**config.mk**
```make
export PLATFORM = sky130hd
export DESIGN_NAME = top_k_rate_sample_tracker_core_flat
export DESIGN_NICKNAME = d
export VERILOG_FILES = /design/src/sv/tkrt_pkg.sv /design/src/sv/tkrt_if.sv /design/src/sv/tkrt_ctrl.sv /design/src/sv/tkrt_dpath.sv /design/src/sv/top_k_rate_sample_tracker_core.sv /design/src/flat_wrapper.sv
export VERILOG_INCLUDE_DIRS = /design/src /design/src/sv
export SDC_FILE = /design/constraint.sdc
export NUM_CORES = 1
export LEC_CHECK = 0
export BUFFER_PORTS_ARGS = -buffer_cell sky130_fd_sc_hd__buf_2
export CAP_MARGIN = 20
export CORE_MARGIN = 4
export CORE_UTILIZATION = 45
export DETAILED_ROUTE_END_ITERATION = 8
export GPL_ROUTABILITY_DRIVEN = 0
export GPL_TIMING_DRIVEN = 0
export PLACE_DENSITY = 0.62
export SYNTH_ARGS = -nofsm -noshare
export SYNTH_HDL_FRONTEND = slang
export SYNTH_SLANG_ARGS = --single-unit
```
**constraint.sdc**
```tcl
create_clock -name clk -period 9.15 [get_ports clk]
set_input_delay 0.915 -clock clk [delete_from_list [all_inputs] [get_ports clk]]
set_output_delay 0.915 -clock clk [all_outputs]
set_load 0.005 [all_outputs]
```
**src/sv/top_k_rate_sample_tracker_core_assert.svh**
```systemverilog
// Assertion macros shared by the rate tracker RTL.
`ifndef TOP_K_RATE_SAMPLE_TRACKER_CORE_ASSERT_SVH
`define TOP_K_RATE_SAMPLE_TRACKER_CORE_ASSERT_SVH

// Same-cycle implication, disabled while reset is asserted.
`define TKRT_ASSERT_NOW(lbl, clk, rst_n, ante, cons) \
  lbl: assert property (@(posedge clk) disable iff (!rst_n) (ante) |-> (cons)) \
    else $error("same-cycle check failed");

// Next-cycle implication, disabled while reset is asserted.
`define TKRT_ASSERT_NEXT(lbl, clk, rst_n, ante, cons) \
  lbl: assert property (@(posedge clk) disable iff (!rst_n) (ante) |=> (cons)) \
    else $error("next-cycle check failed");

`endif

```
**src/sv/tkrt_pkg.sv**
```systemverilog
// Types and constants of the rate tracker.
package tkrt_pkg;

  localparam int RATE_W = 32;
  localparam int TAG_W = 8;
  localparam int CFG_W = 4;
  localparam logic [CFG_W-1:0] ACTIVE_RESET = 4'd3;

  typedef enum logic [2:0] {
    ST_IDLE,
    ST_SEARCH,
    ST_INSERT,
    ST_MOVE,
    ST_DONE
  } state_t;

  typedef enum logic [2:0] {
    OP_NONE,
    OP_LOAD,
    OP_SEARCH,
    OP_INS_START,
    OP_INSERT,
    OP_MOVE
  } op_t;

  typedef struct packed {
    op_t  op;
    logic out_load;
  } cmd_t;

  typedef struct packed {
    logic k_end;
    logic match;
    logic move_done;
  } sts_t;

endpackage

```
**src/sv/tkrt_if.sv**
```systemverilog
// Channel interfaces of the rate tracker: input beats, result beats and configuration.
interface tkrt_in_if;
  logic                        valid;
  logic                        ready;
  logic [tkrt_pkg::RATE_W-1:0] rate_value;
  logic [tkrt_pkg::TAG_W-1:0]  rate_tag;

  modport source (output valid, output rate_value, output rate_tag, input ready);
  modport sink (input valid, input rate_value, input rate_tag, output ready);
endinterface

interface tkrt_out_if;
  logic                        valid;
  logic                        ready;
  logic [tkrt_pkg::RATE_W-1:0] max_rate;
  logic [tkrt_pkg::TAG_W-1:0]  max_tag;
  logic                        tag_hit;

  modport source (output valid, output max_rate, output max_tag, output tag_hit, input ready);
  modport sink (input valid, input max_rate, input max_tag, input tag_hit, output ready);
endinterface

interface tkrt_cfg_if;
  logic                       valid;
  logic                       ready;
  logic [tkrt_pkg::CFG_W-1:0] active_entries;

  modport source (output valid, output active_entries, input ready);
  modport sink (input valid, input active_entries, output ready);
endinterface

```
**src/sv/tkrt_ctrl.sv**
```systemverilog
// Controller state machine that sequences the search, insert and move walks.
module tkrt_ctrl (
  input  logic           clk,
  input  logic           rst_n,
  input  logic           in_valid,
  output logic           in_ready,
  output logic           out_valid,
  input  logic           out_ready,
  output tkrt_pkg::cmd_t cmd,
  input  tkrt_pkg::sts_t sts
);

  tkrt_pkg::state_t state_r;
  tkrt_pkg::state_t state_nxt;
  logic             out_valid_r;
  logic             out_valid_nxt;

  always_ff @(posedge clk) begin
    if (!rst_n) begin
      state_r     <= tkrt_pkg::ST_IDLE;
      out_valid_r <= 1'b0;
    end else begin
      state_r     <= state_nxt;
      out_valid_r <= out_valid_nxt;
    end
  end

  always_comb begin
    state_nxt    = state_r;
    in_ready     = 1'b0;
    cmd.op       = tkrt_pkg::OP_NONE;
    cmd.out_load = 1'b0;
    unique case (state_r)
      tkrt_pkg::ST_IDLE: begin
        in_ready = 1'b1;
        if (in_valid) begin
          cmd.op    = tkrt_pkg::OP_LOAD;
          state_nxt = tkrt_pkg::ST_SEARCH;
        end
      end
      tkrt_pkg::ST_SEARCH: begin
        if (sts.k_end) begin
          cmd.op    = tkrt_pkg::OP_INS_START;
          state_nxt = tkrt_pkg::ST_INSERT;
        end else begin
          cmd.op = tkrt_pkg::OP_SEARCH;
          if (sts.match) begin
            state_nxt = tkrt_pkg::ST_MOVE;
          end
        end
      end
      tkrt_pkg::ST_INSERT: begin
        if (sts.k_end) begin
          state_nxt = tkrt_pkg::ST_DONE;
        end else begin
          cmd.op = tkrt_pkg::OP_INSERT;
        end
      end
      tkrt_pkg::ST_MOVE: begin
        cmd.op = tkrt_pkg::OP_MOVE;
        if (sts.move_done) begin
          state_nxt = tkrt_pkg::ST_DONE;
        end
      end
      tkrt_pkg::ST_DONE: begin
        if (!out_valid_r || out_ready) begin
          cmd.out_load = 1'b1;
          state_nxt    = tkrt_pkg::ST_IDLE;
        end
      end
      default: begin
        state_nxt = tkrt_pkg::ST_IDLE;
      end
    endcase
  end

  assign out_valid_nxt = cmd.out_load | (out_valid_r & ~out_ready);
  assign out_valid     = out_valid_r;

endmodule

```
**src/sv/tkrt_dpath.sv**
```systemverilog
// Datapath of the rate tracker: slot store, walk pointer, carried pair and result register.
module tkrt_dpath #(
  parameter int MAX_SLOTS = 8
) (
  input  logic                        clk,
  input  logic                        rst_n,
  input  logic                        cfg_we,
  input  logic [tkrt_pkg::CFG_W-1:0]  cfg_data,
  input  logic [tkrt_pkg::RATE_W-1:0] in_rate,
  input  logic [tkrt_pkg::TAG_W-1:0]  in_tag,
  input  tkrt_pkg::cmd_t              cmd,
  output tkrt_pkg::sts_t              sts,
  output logic [tkrt_pkg::RATE_W-1:0] out_rate,
  output logic [tkrt_pkg::TAG_W-1:0]  out_tag,
  output logic                        out_hit
);

  localparam int CNT_W = $clog2(MAX_SLOTS + 1);
  localparam int IDX_W = (MAX_SLOTS > 1) ? $clog2(MAX_SLOTS) : 1;
  localparam int CMP_W = (CNT_W > tkrt_pkg::CFG_W) ? CNT_W : tkrt_pkg::CFG_W;

  logic [tkrt_pkg::RATE_W-1:0] slot_rate_r [MAX_SLOTS];
  logic [tkrt_pkg::TAG_W-1:0]  slot_tag_r  [MAX_SLOTS];
  logic [tkrt_pkg::CFG_W-1:0]  active_r;

  logic [CNT_W-1:0]            k_r;
  logic [CNT_W-1:0]            k_nxt;
  logic [tkrt_pkg::RATE_W-1:0] carry_rate_r;
  logic [tkrt_pkg::RATE_W-1:0] carry_rate_nxt;
  logic [tkrt_pkg::TAG_W-1:0]  carry_tag_r;
  logic [tkrt_pkg::TAG_W-1:0]  carry_tag_nxt;
  logic                        hit_r;
  logic                        hit_nxt;
  logic                        down_r;
  logic                        down_nxt;
  logic [tkrt_pkg::RATE_W-1:0] out_rate_r;
  logic [tkrt_pkg::TAG_W-1:0]  out_tag_r;
  logic                        out_hit_r;

  logic [CMP_W-1:0]            act_ext;
  logic [CNT_W-1:0]            n_eff;
  logic [CNT_W:0]              k_inc;
  logic [CNT_W-1:0]            k_dec;
  logic [IDX_W-1:0]            rd_idx;
  logic [IDX_W-1:0]            wr_idx;
  logic [tkrt_pkg::RATE_W-1:0] rd_rate;
  logic [tkrt_pkg::TAG_W-1:0]  rd_tag;
  logic                        move_ok;
  logic                        wr_en;
  logic [tkrt_pkg::RATE_W-1:0] wr_rate;
  logic [tkrt_pkg::TAG_W-1:0]  wr_tag;

  assign act_ext = CMP_W'(active_r);
  assign n_eff   = (act_ext > CMP_W'(MAX_SLOTS)) ? CNT_W'(MAX_SLOTS) : CNT_W'(act_ext);
  assign k_inc   = (CNT_W + 1)'(k_r) + (CNT_W + 1)'(1);
  assign k_dec   = k_r - CNT_W'(1);
  assign wr_idx  = k_r[IDX_W-1:0];

  always_comb begin
    if (cmd.op == tkrt_pkg::OP_MOVE) begin
      rd_idx = down_r ? k_inc[IDX_W-1:0] : k_dec[IDX_W-1:0];
    end else begin
      rd_idx = k_r[IDX_W-1:0];
    end
  end

  assign rd_rate = slot_rate_r[rd_idx];
  assign rd_tag  = slot_tag_r[rd_idx];

  assign move_ok = down_r ? ((k_inc < (CNT_W + 1)'(n_eff)) && (carry_rate_r < rd_rate))
                          : ((k_r != '0) && (carry_rate_r > rd_rate));

  assign sts.k_end     = (k_r == n_eff);
  assign sts.match     = (rd_tag == carry_tag_r);
  assign sts.move_done = ~move_ok;

  always_comb begin
    k_nxt          = k_r;
    carry_rate_nxt = carry_rate_r;
    carry_tag_nxt  = carry_tag_r;
    hit_nxt        = hit_r;
    down_nxt       = down_r;
    wr_en          = 1'b0;
    wr_rate        = carry_rate_r;
    wr_tag         = carry_tag_r;
    unique case (cmd.op)
      tkrt_pkg::OP_NONE: begin
      end
      tkrt_pkg::OP_LOAD: begin
        k_nxt          = '0;
        carry_rate_nxt = in_rate;
        carry_tag_nxt  = in_tag;
        hit_nxt        = 1'b0;
        down_nxt       = 1'b0;
      end
      tkrt_pkg::OP_SEARCH: begin
        if (rd_tag == carry_tag_r) begin
          hit_nxt  = 1'b1;
          down_nxt = (rd_rate > carry_rate_r);
        end else begin
          k_nxt = k_inc[CNT_W-1:0];
        end
      end
      tkrt_pkg::OP_INS_START: begin
        k_nxt = '0;
      end
      tkrt_pkg::OP_INSERT: begin
        if (carry_rate_r > rd_rate) begin
          wr_en          = 1'b1;
          carry_rate_nxt = rd_rate;
          carry_tag_nxt  = rd_tag;
        end
        k_nxt = k_inc[CNT_W-1:0];
      end
      tkrt_pkg::OP_MOVE: begin
        wr_en = 1'b1;
        if (move_ok) begin
          wr_rate = rd_rate;
          wr_tag  = rd_tag;
          k_nxt   = down_r ? k_inc[CNT_W-1:0] : k_dec;
        end
      end
      default: begin
      end
    endcase
  end

  always_ff @(posedge clk) begin
    if (!rst_n) begin
      for (int i = 0; i < MAX_SLOTS; i++) begin
        slot_rate_r[i] <= '0;
        slot_tag_r[i]  <= '0;
      end
    end else if (wr_en) begin
      slot_rate_r[wr_idx] <= wr_rate;
      slot_tag_r[wr_idx]  <= wr_tag;
    end
  end

  always_ff @(posedge clk) begin
    if (!rst_n) begin
      active_r <= tkrt_pkg::ACTIVE_RESET;
      k_r      <= '0;
      hit_r    <= 1'b0;
      down_r   <= 1'b0;
    end else begin
      if (cfg_we) begin
        active_r <= cfg_data;
      end
      k_r    <= k_nxt;
      hit_r  <= hit_nxt;
      down_r <= down_nxt;
    end
  end

  always_ff @(posedge clk) begin
    carry_rate_r <= carry_rate_nxt;
    carry_tag_r  <= carry_tag_nxt;
    if (cmd.out_load) begin
      out_rate_r <= slot_rate_r[0];
      out_tag_r  <= slot_tag_r[0];
      out_hit_r  <= hit_r;
    end
  end

  assign out_rate = out_rate_r;
  assign out_tag  = out_tag_r;
  assign out_hit  = out_hit_r;

endmodule

```
**src/sv/top_k_rate_sample_tracker_core.sv**
```systemverilog
// Top level of the rate tracker: a sorted list of (tag, rate) pairs, largest rate first.
//
// The in_ch channel takes one beat per rate sample (rate_value, rate_tag). The out_ch
// channel returns one beat per sample with the head slot after the update (max_rate,
// max_tag) and tag_hit, which is set when the tag was already in the list.
// The cfg_ch channel writes active_entries; it is always ready. The user must write it
// only while the block is idle; the block itself does not enforce this.
// A sample walks the list one slot per cycle through a single read port of the slot
// store. With n active slots, the result beat of a sample whose tag is missing is
// presented after a search walk over all n slots and an insert walk over them; for a
// hit it waits for the search walk and the bubbling walk that follows it.
// The next sample is accepted once the result of the previous one has entered the output
// register, even while its result beat still waits there.
// If the receiver stalls with a result still pending, a finished sample waits in
// its last state until the output register frees up, and no new sample is taken.
// Reset clears all slots to rate 0 and tag 0, sets active_entries to 3 and
// empties the output register.
`include "top_k_rate_sample_tracker_core_assert.svh"

module top_k_rate_sample_tracker_core #(
  parameter int MAX_SLOTS = 8
) (
  input logic         clk,
  input logic         rst_n,
  tkrt_in_if.sink     in_ch,
  tkrt_out_if.source  out_ch,
  tkrt_cfg_if.sink    cfg_ch
);

  tkrt_pkg::cmd_t cmd;
  tkrt_pkg::sts_t sts;

  assign cfg_ch.ready = 1'b1;

  tkrt_ctrl u_ctrl (
    .clk       (clk),
    .rst_n     (rst_n),
    .in_valid  (in_ch.valid),
    .in_ready  (in_ch.ready),
    .out_valid (out_ch.valid),
    .out_ready (out_ch.ready),
    .cmd       (cmd),
    .sts       (sts)
  );

  tkrt_dpath #(
    .MAX_SLOTS (MAX_SLOTS)
  ) u_dpath (
    .clk      (clk),
    .rst_n    (rst_n),
    .cfg_we   (cfg_ch.valid),
    .cfg_data (cfg_ch.active_entries),
    .in_rate  (in_ch.rate_value),
    .in_tag   (in_ch.rate_tag),
    .cmd      (cmd),
    .sts      (sts),
    .out_rate (out_ch.max_rate),
    .out_tag  (out_ch.max_tag),
    .out_hit  (out_ch.tag_hit)
  );

  `TKRT_ASSERT_NEXT(a_busy_after_accept, clk, rst_n, in_ch.valid && in_ch.ready, !in_ch.ready)
  `TKRT_ASSERT_NOW(a_load_only_on_accept, clk, rst_n, cmd.op == tkrt_pkg::OP_LOAD, in_ch.valid && in_ch.ready)
  `TKRT_ASSERT_NOW(a_no_result_overwrite, clk, rst_n, cmd.out_load, !out_ch.valid || out_ch.ready)
  `TKRT_ASSERT_NEXT(a_result_shown, clk, rst_n, cmd.out_load, out_ch.valid)

endmodule
```
**src/flat_wrapper.sv**
```systemverilog
// flat-port wrapper written by rule: the top's interface ports become plain ports
module top_k_rate_sample_tracker_core_flat 
#(
  parameter int MAX_SLOTS = 8
)
  (clk, rst_n, in_ch_valid, in_ch_rate_value, in_ch_rate_tag, in_ch_ready, out_ch_valid, out_ch_max_rate, out_ch_max_tag, out_ch_tag_hit, out_ch_ready, cfg_ch_valid, cfg_ch_active_entries, cfg_ch_ready);
  tkrt_in_if in_ch_i ();
  tkrt_out_if out_ch_i ();
  tkrt_cfg_if cfg_ch_i ();
  input logic clk;
  input logic rst_n;
  input wire logic [$bits(in_ch_i.valid)-1:0] in_ch_valid;
  input wire logic [$bits(in_ch_i.rate_value)-1:0] in_ch_rate_value;
  input wire logic [$bits(in_ch_i.rate_tag)-1:0] in_ch_rate_tag;
  output wire logic [$bits(in_ch_i.ready)-1:0] in_ch_ready;
  output wire logic [$bits(out_ch_i.valid)-1:0] out_ch_valid;
  output wire logic [$bits(out_ch_i.max_rate)-1:0] out_ch_max_rate;
  output wire logic [$bits(out_ch_i.max_tag)-1:0] out_ch_max_tag;
  output wire logic [$bits(out_ch_i.tag_hit)-1:0] out_ch_tag_hit;
  input wire logic [$bits(out_ch_i.ready)-1:0] out_ch_ready;
  input wire logic [$bits(cfg_ch_i.valid)-1:0] cfg_ch_valid;
  input wire logic [$bits(cfg_ch_i.active_entries)-1:0] cfg_ch_active_entries;
  output wire logic [$bits(cfg_ch_i.ready)-1:0] cfg_ch_ready;
  assign in_ch_i.valid = in_ch_valid;
  assign in_ch_i.rate_value = in_ch_rate_value;
  assign in_ch_i.rate_tag = in_ch_rate_tag;
  assign in_ch_ready = in_ch_i.ready;
  assign out_ch_valid = out_ch_i.valid;
  assign out_ch_max_rate = out_ch_i.max_rate;
  assign out_ch_max_tag = out_ch_i.max_tag;
  assign out_ch_tag_hit = out_ch_i.tag_hit;
  assign out_ch_i.ready = out_ch_ready;
  assign cfg_ch_i.valid = cfg_ch_valid;
  assign cfg_ch_i.active_entries = cfg_ch_active_entries;
  assign cfg_ch_ready = cfg_ch_i.ready;
  top_k_rate_sample_tracker_core #(.MAX_SLOTS(MAX_SLOTS)) u_core (.clk(clk), .rst_n(rst_n), .in_ch(in_ch_i), .out_ch(out_ch_i), .cfg_ch(cfg_ch_i));
endmodule
```
## Word-level counts from Yosys, hierarchy flattened

Memory sizes are Yosys's and may differ from the RTL's. A register that Yosys moved wholly into a read port is not among the register bits.
Cells that the tools add are included.
W data, S select, Z words.

- Memory bits (read-only): 0
- Memory bits (writable): 320
- Bits of input ports: 49
- Bits in registers: 55
- Logic and storage cells: 103
- Memories: 2
- Bits in latches: 0

Memories:

| name | depth | bits a word | read ports | clocked after Yosys merged registers in | write ports | line | text |
|---|---|---|---|---|---|---|---|
| u_core.u_dpath.slot_rate_r | 8 | 32 | 2 | 1 | 8 | tkrt_dpath.sv:22 | `logic [tkrt_pkg::RATE_W-1:0] slot_rate_r [MAX_SLOTS];` |
| u_core.u_dpath.slot_tag_r | 8 | 8 | 2 | 1 | 8 | tkrt_dpath.sv:23 | `logic [tkrt_pkg::TAG_W-1:0] slot_tag_r [MAX_SLOTS];` |

- Add/subtract/negate cells: 2
- Reductions and logical operators: 16
- Mux-type cells: 46
- Order comparisons: 5
- Equal/unequal tests: 20
- Multiply operators: 0
- Divide/modulo/power cells: 0
- Bitwise logic cells: 3
- Shift-type cells: 0

Operators by type and width:

| kind | count |
|---|---|
| $mux W32 | 4 |
| $gt A32 B32 Y1 | 2 |
| $pmux W32 S2 | 1 |
| $mux W3 | 11 |
| $lt A32 B32 Y1 | 1 |
| $mux W8 | 4 |
| $reduce_or A32 Y1 | 1 |
| $mux W4 | 4 |
| $pmux W4 S4 | 1 |
| $pmux W8 S2 | 1 |
| $mux W1 | 15 |
| $pmux W3 S5 | 1 |
| $eq A3 B2 Y1 const B | 4 |
| $ne A2 B2 Y1 const B | 6 |
| $pmux W3 S4 | 1 |
| $eq A3 B3 Y1 const B | 3 |
| $eq A8 B8 Y1 | 1 |
| $reduce_bool A4 Y1 | 2 |
| $reduce_or A8 Y1 | 1 |
| $eq A3 B1 Y1 const B | 2 |
| $pmux W1 S2 | 3 |
| $add A4 B1 Y5 const B | 1 |
| $lt A5 B4 Y1 | 1 |
| $reduce_and A5 Y1 | 1 |
| 16 further kinds | 20 |

## Longest topological paths before layout

An unclocked memory read counts as a cell.

- Word-level depth: 16
- Depth in mapped cells: 25
- Depth with buffers taken out: 17

## Cells and area by module

Synthesis repeated with hierarchy kept, for this count alone.

- Cell total of the unflattened synthesis: 1606
- Area total of the unflattened synthesis: 20256.9 um^2

Modules (own cells, without submodules):

| module | sequential area each (um^2) | times used | area an instance (um^2) | cells an instance |
|---|---|---|---|---|
| tkrt_dpath | 12241.7 | 1 | 19977.9 | 1572 |
| tkrt_ctrl | 80.1 | 1 | 267.8 | 32 |
| top_k_rate_sample_tracker_core | 0.0 | 1 | 11.3 | 2 |

## Least setup slack after synthesis

No wires, ideal clock.

- Kind: register to register
- Start: register u_core.u_dpath.k_r[0]
- End: memory u_core.u_dpath.slot_rate_r[7][0] (netlist bit) (enable)
- Slack: 2.311 ns
- Required time: 8.620 ns
- Stages on the path, launching flop included: 25
- Arrival: 6.309 ns
- Library setup time: 0.530 ns
- Path buffers: 8
- Cells stage by stage: dfxtp_1 clkbuf_1 inv_1 clkbuf_1 clkbuf_1 ha_1 xnor2_2 buf_6 mux2i_1 buf_2 buf_1 mux4_2 mux2i_1 ha_1 a21o_1 a21o_1 a21o_1 a2111oi_0 o41ai_1 o21ai_0 a21oi_1 nand2b_1 clkbuf_1 clkbuf_1 nand2_1

RTL lines:

| element | line | text |
|---|---|---|
| from (decl) | tkrt_dpath.sv:26 | `logic [CNT_W-1:0] k_r;` |
| from (signal assigned) | tkrt_dpath.sv:150 | `k_r <= k_nxt;` |
| to (decl) | tkrt_dpath.sv:22 |  |

==> results_dict.tcl <==
set metrics [dict create \
    cap_violations 0 \
    ys_ff_latch 415 \
    drt-pass1-iter-count 8 \
    rsz0062_at_grt "no" \
    fillers 3730 \
    synthTopCellsByArea "edfxtp_1 (61%), mux4_2 (7.5%), nor2_1 (6.5%)" \
    timing.final.max_slew_violations 0 \
    hold_viol 0 \
    vias 13460 \
    path_depth 21 \
    yosys.area.top_type "edfxtp_1" \
    nNetsFinal 1757 \
    drive_gt1_frac 0.1689 \
    die_w_um 217.7 \
    synth_top_cell_area_share 0.6088 \
    p_per_area_nw_per_um2 204.9 \
    cts_hold_buf 0 \
    routed_wl_mm 56.76 \
    synth-seq-area-share 0.6229 \
    ir_drop_v 0.0001452 \
    row_count 76 \
    totalNegativeSetupSlack_ns 0 \
    critPathMaxStageDelay_ns 0.85 \
    end_kind "register" \
    synth_edf_count 401 \
    cts.reportedPaths.clkPinSlew_ns 0.06 \
    clk_latency_ns 0.58 \
    cpLargestDelayFamily "buffers and inverters" \
    ff2ff_path_depth 21 \
    numCtsBuffers 45 \
    synthArstFlopShare 0 \
    syn_area_um2 19780 \
    drc 0 \
    finalCritPeriodShare 0.9753 \
    cts.sinks 415 \
    crit_path_cell_trace "clkbuf_1, inv_1, clkbuf_2, ha_1, mux2i_1, o21ai_1, nand2_1, clkbuf_1, buf_1, mux2i_1, ha_1, nand4_1, nor4_2, inv_1, a31oi_1, o21ai_0, a211oi_1, nand3_1, clkbuf_1, nand2_4, buf_12" \
    grt_max_degree 28 \
    first_global_vias 13570 \
    crit_top_cell "clkbuf_1" \
    htree_levels 2 \
    grt_pass1_wl_mm 84.54 \
    syn-num-nets 1610 \
    synth_warnings 0 \
    postCtsSetupBuffers 0 \
    final.min_clock_period_ns 8.924 \
    numPortBuffers 90 \
    worstHoldPathCells 0 \
    tritoncts "yes" \
    dieArea_um2 47370 \
    cp_slowest_cell "buf_1" \
    cts_root_buffer "clkbuf_16" \
    cts-resized-gates 13 \
    fp.dieH_um 217.7 \
    status "finished clean" \
    start_util 0.4572 \
    critPathRequiredTime_ns 9.41 \
    area_growth_pct 14.91 \
    ios 93 \
    p_leak_nw 8.414 \
    max_freq_mhz 112.1 \
    tightest_slew_ns 1.057 \
    syn_inst 1523 \
    crit_arrival_ns 9.18 \
    whs_ns 0.4366 \
    slew-limit-headroom 0.2951 \
    startpoint_type "register" \
    ant_nets 0 \
    grt_overflow_total 0 \
    avgSynthCellArea_um2 12.99 \
    drt-wirelength-per-cell_um 24.79 \
    drtIter0Drc 1617 \
    fin_skew_ns 0.01438 \
    path_buf_inv 8 \
    setup_viol 0 \
    track_usage 0.2389 \
    worst-setup-path-type "register to register" \
    clockBufferDepth 3 \
    synthFlopType "edfxtp_1" \
    hpwl_mm 37.92 \
    core_um2 43270 \
    power_mw 4.658 \
    worstPathMaxFanout 23 \
    antenna_cells 0 \
    grt_antenna_before_repair 0 \
    yosysUniqueCellTypes 71 \
    hold_class "register to register" \
    avgViaCountPerCell 5.878 \
]
-- layout make-up --
type                    instances  area [um^2]  share of cell area
multi-input cells             961         6929              0.3049
clock buffers                  57         1234             0.05428
repair buffers                101        655.6             0.02885
plain buffers                 100        442.9             0.01949
inverters                      46        172.7            0.007597
well taps                     585        732.0             0.03220
clock inverters                25        241.5             0.01062
flip-flops and latches        415        12320              0.5421
-- layout by cell type, fill, tap and decap left out, types with 13 or more instances in the layout --
cell,synthesis,final
edfxtp_1,401,401
nor2_1,344,343
mux2i_1,115,113
buf_2,18,110
nand2_1,101,92
clkbuf_1,67,73
mux4_2,66,66
o21ai_0,50,50
clkbuf_16,0,47
inv_1,45,45
ha_1,38,38
a21oi_1,25,25
o221ai_1,21,21
nand3_1,19,19
dfxtp_1,14,14
nor2b_1,13,13
a21o_1,13,13
-- power by group --
part | internal [mW] | switching [mW]
Clock | 1.09 | 0.744
Combinational | 0.244 | 0.387
Sequential | 2.15 | 0.0370
Total | 3.49 | 1.17
-- synthesized netlist by cell type (4+ instances only) --
cell and count:
xor2_1 6, mux2i_1 115, o311ai_0 4, a22o_1 4, mux2_2 10, nand4_1 6, nand2_1 101, or3_1 8
clkbuf_1 67, a221oi_1 4, mux4_2 66, o221ai_1 21, o211ai_1 5, nand2b_1 8, a311oi_1 4, nor4bb_1 8
o22ai_1 5, edfxtp_1 401, buf_1 10, a21oi_1 25, buf_2 18, a21o_1 13, inv_1 45, dfxtp_1 14
o21ai_0 50, ha_1 38, nor3_1 12, a31oi_1 7, xnor2_1 5, nor2b_1 13, a211oi_1 4, o21a_1 6
nor4_1 4, nor2_1 344, nand3_1 19
-- per-stage QoR --
stage	utilization	cells	worst slack (ns)	area [um^2]
after floorplan	-	1523	2.311	19780
final	0.5253	2290	0.2261	22730
after global placement	0.4845	2198	-2.276	20960
after detailed placement	0.4899	2209	-1.142	21200
after global routing	0.5253	2290	0.01242	22730
after CTS	0.5252	2291	0.09935	22720
-- state kept, by name, summed over array words and instances, names as in the netlist, 3 cells and up --
signal and count:
u_core.u_dpath.slot_tag_r 64, u_core.u_dpath.out_tag 8, u_core.u_dpath.act_ext 4, u_core.u_dpath.k_r 4
u_core.u_dpath.slot_rate_r 256, u_core.u_dpath.carry_rate_r 32, u_core.u_dpath.out_rate 32, u_core.u_ctrl.state_r 3
u_core.u_dpath.carry_tag_r 8
-- cells by family (layout without fill, tap and decap cells) --
group / Yosys count / after routing / synth area share
AOI/OAI and AO/OA: 182 / 182 / 0.06325
xor gates and xnor gates: 13 / 13 / 0.006515
adders and majority gates: 38 / 38 / 0.02404
buffers and inverters: 147 / 329 / 0.03043
DFF: 415 / 415 / 0.6229
muxes: 191 / 191 / 0.1390
other: 1 / 1 / 0.0001896
and+or+nand+nor: 536 / 536 / 0.1136
-- layer usage --
metal  vias up  part of all wire  global-route usage
li1       5965                 -                   -
met1      6738              0.41              0.3277
met2       643              0.47              0.3927
met3       115             0.083             0.04069
met4         0             0.032             0.07441
met5         -                 0            0.003125
-- path summary, 6_finish.rpt --
| kind | start | to | slack, ns |
|---|---|---|---|
| setup / recovery | u_core.u_dpath.k_r[0]$_SDFFE_PN0P_ | u_core.u_dpath.slot_rate_r[3][14]$_SDFFCE_PN0P_ | 0.23 |
| hold reg to reg | u_core.u_dpath.hit_r$_SDFFE_PN0P_ | u_core.u_dpath.out_hit$_DFFE_PP_ | 0.44 |
| setup reg to reg | u_core.u_dpath.k_r[0]$_SDFFE_PN0P_ | u_core.u_dpath.slot_rate_r[3][14]$_SDFFCE_PN0P_ | 0.23 |
| hold / removal | u_core.u_dpath.hit_r$_SDFFE_PN0P_ | u_core.u_dpath.out_hit$_DFFE_PP_ | 0.44 |
Power figures use the tool's default switching activity.
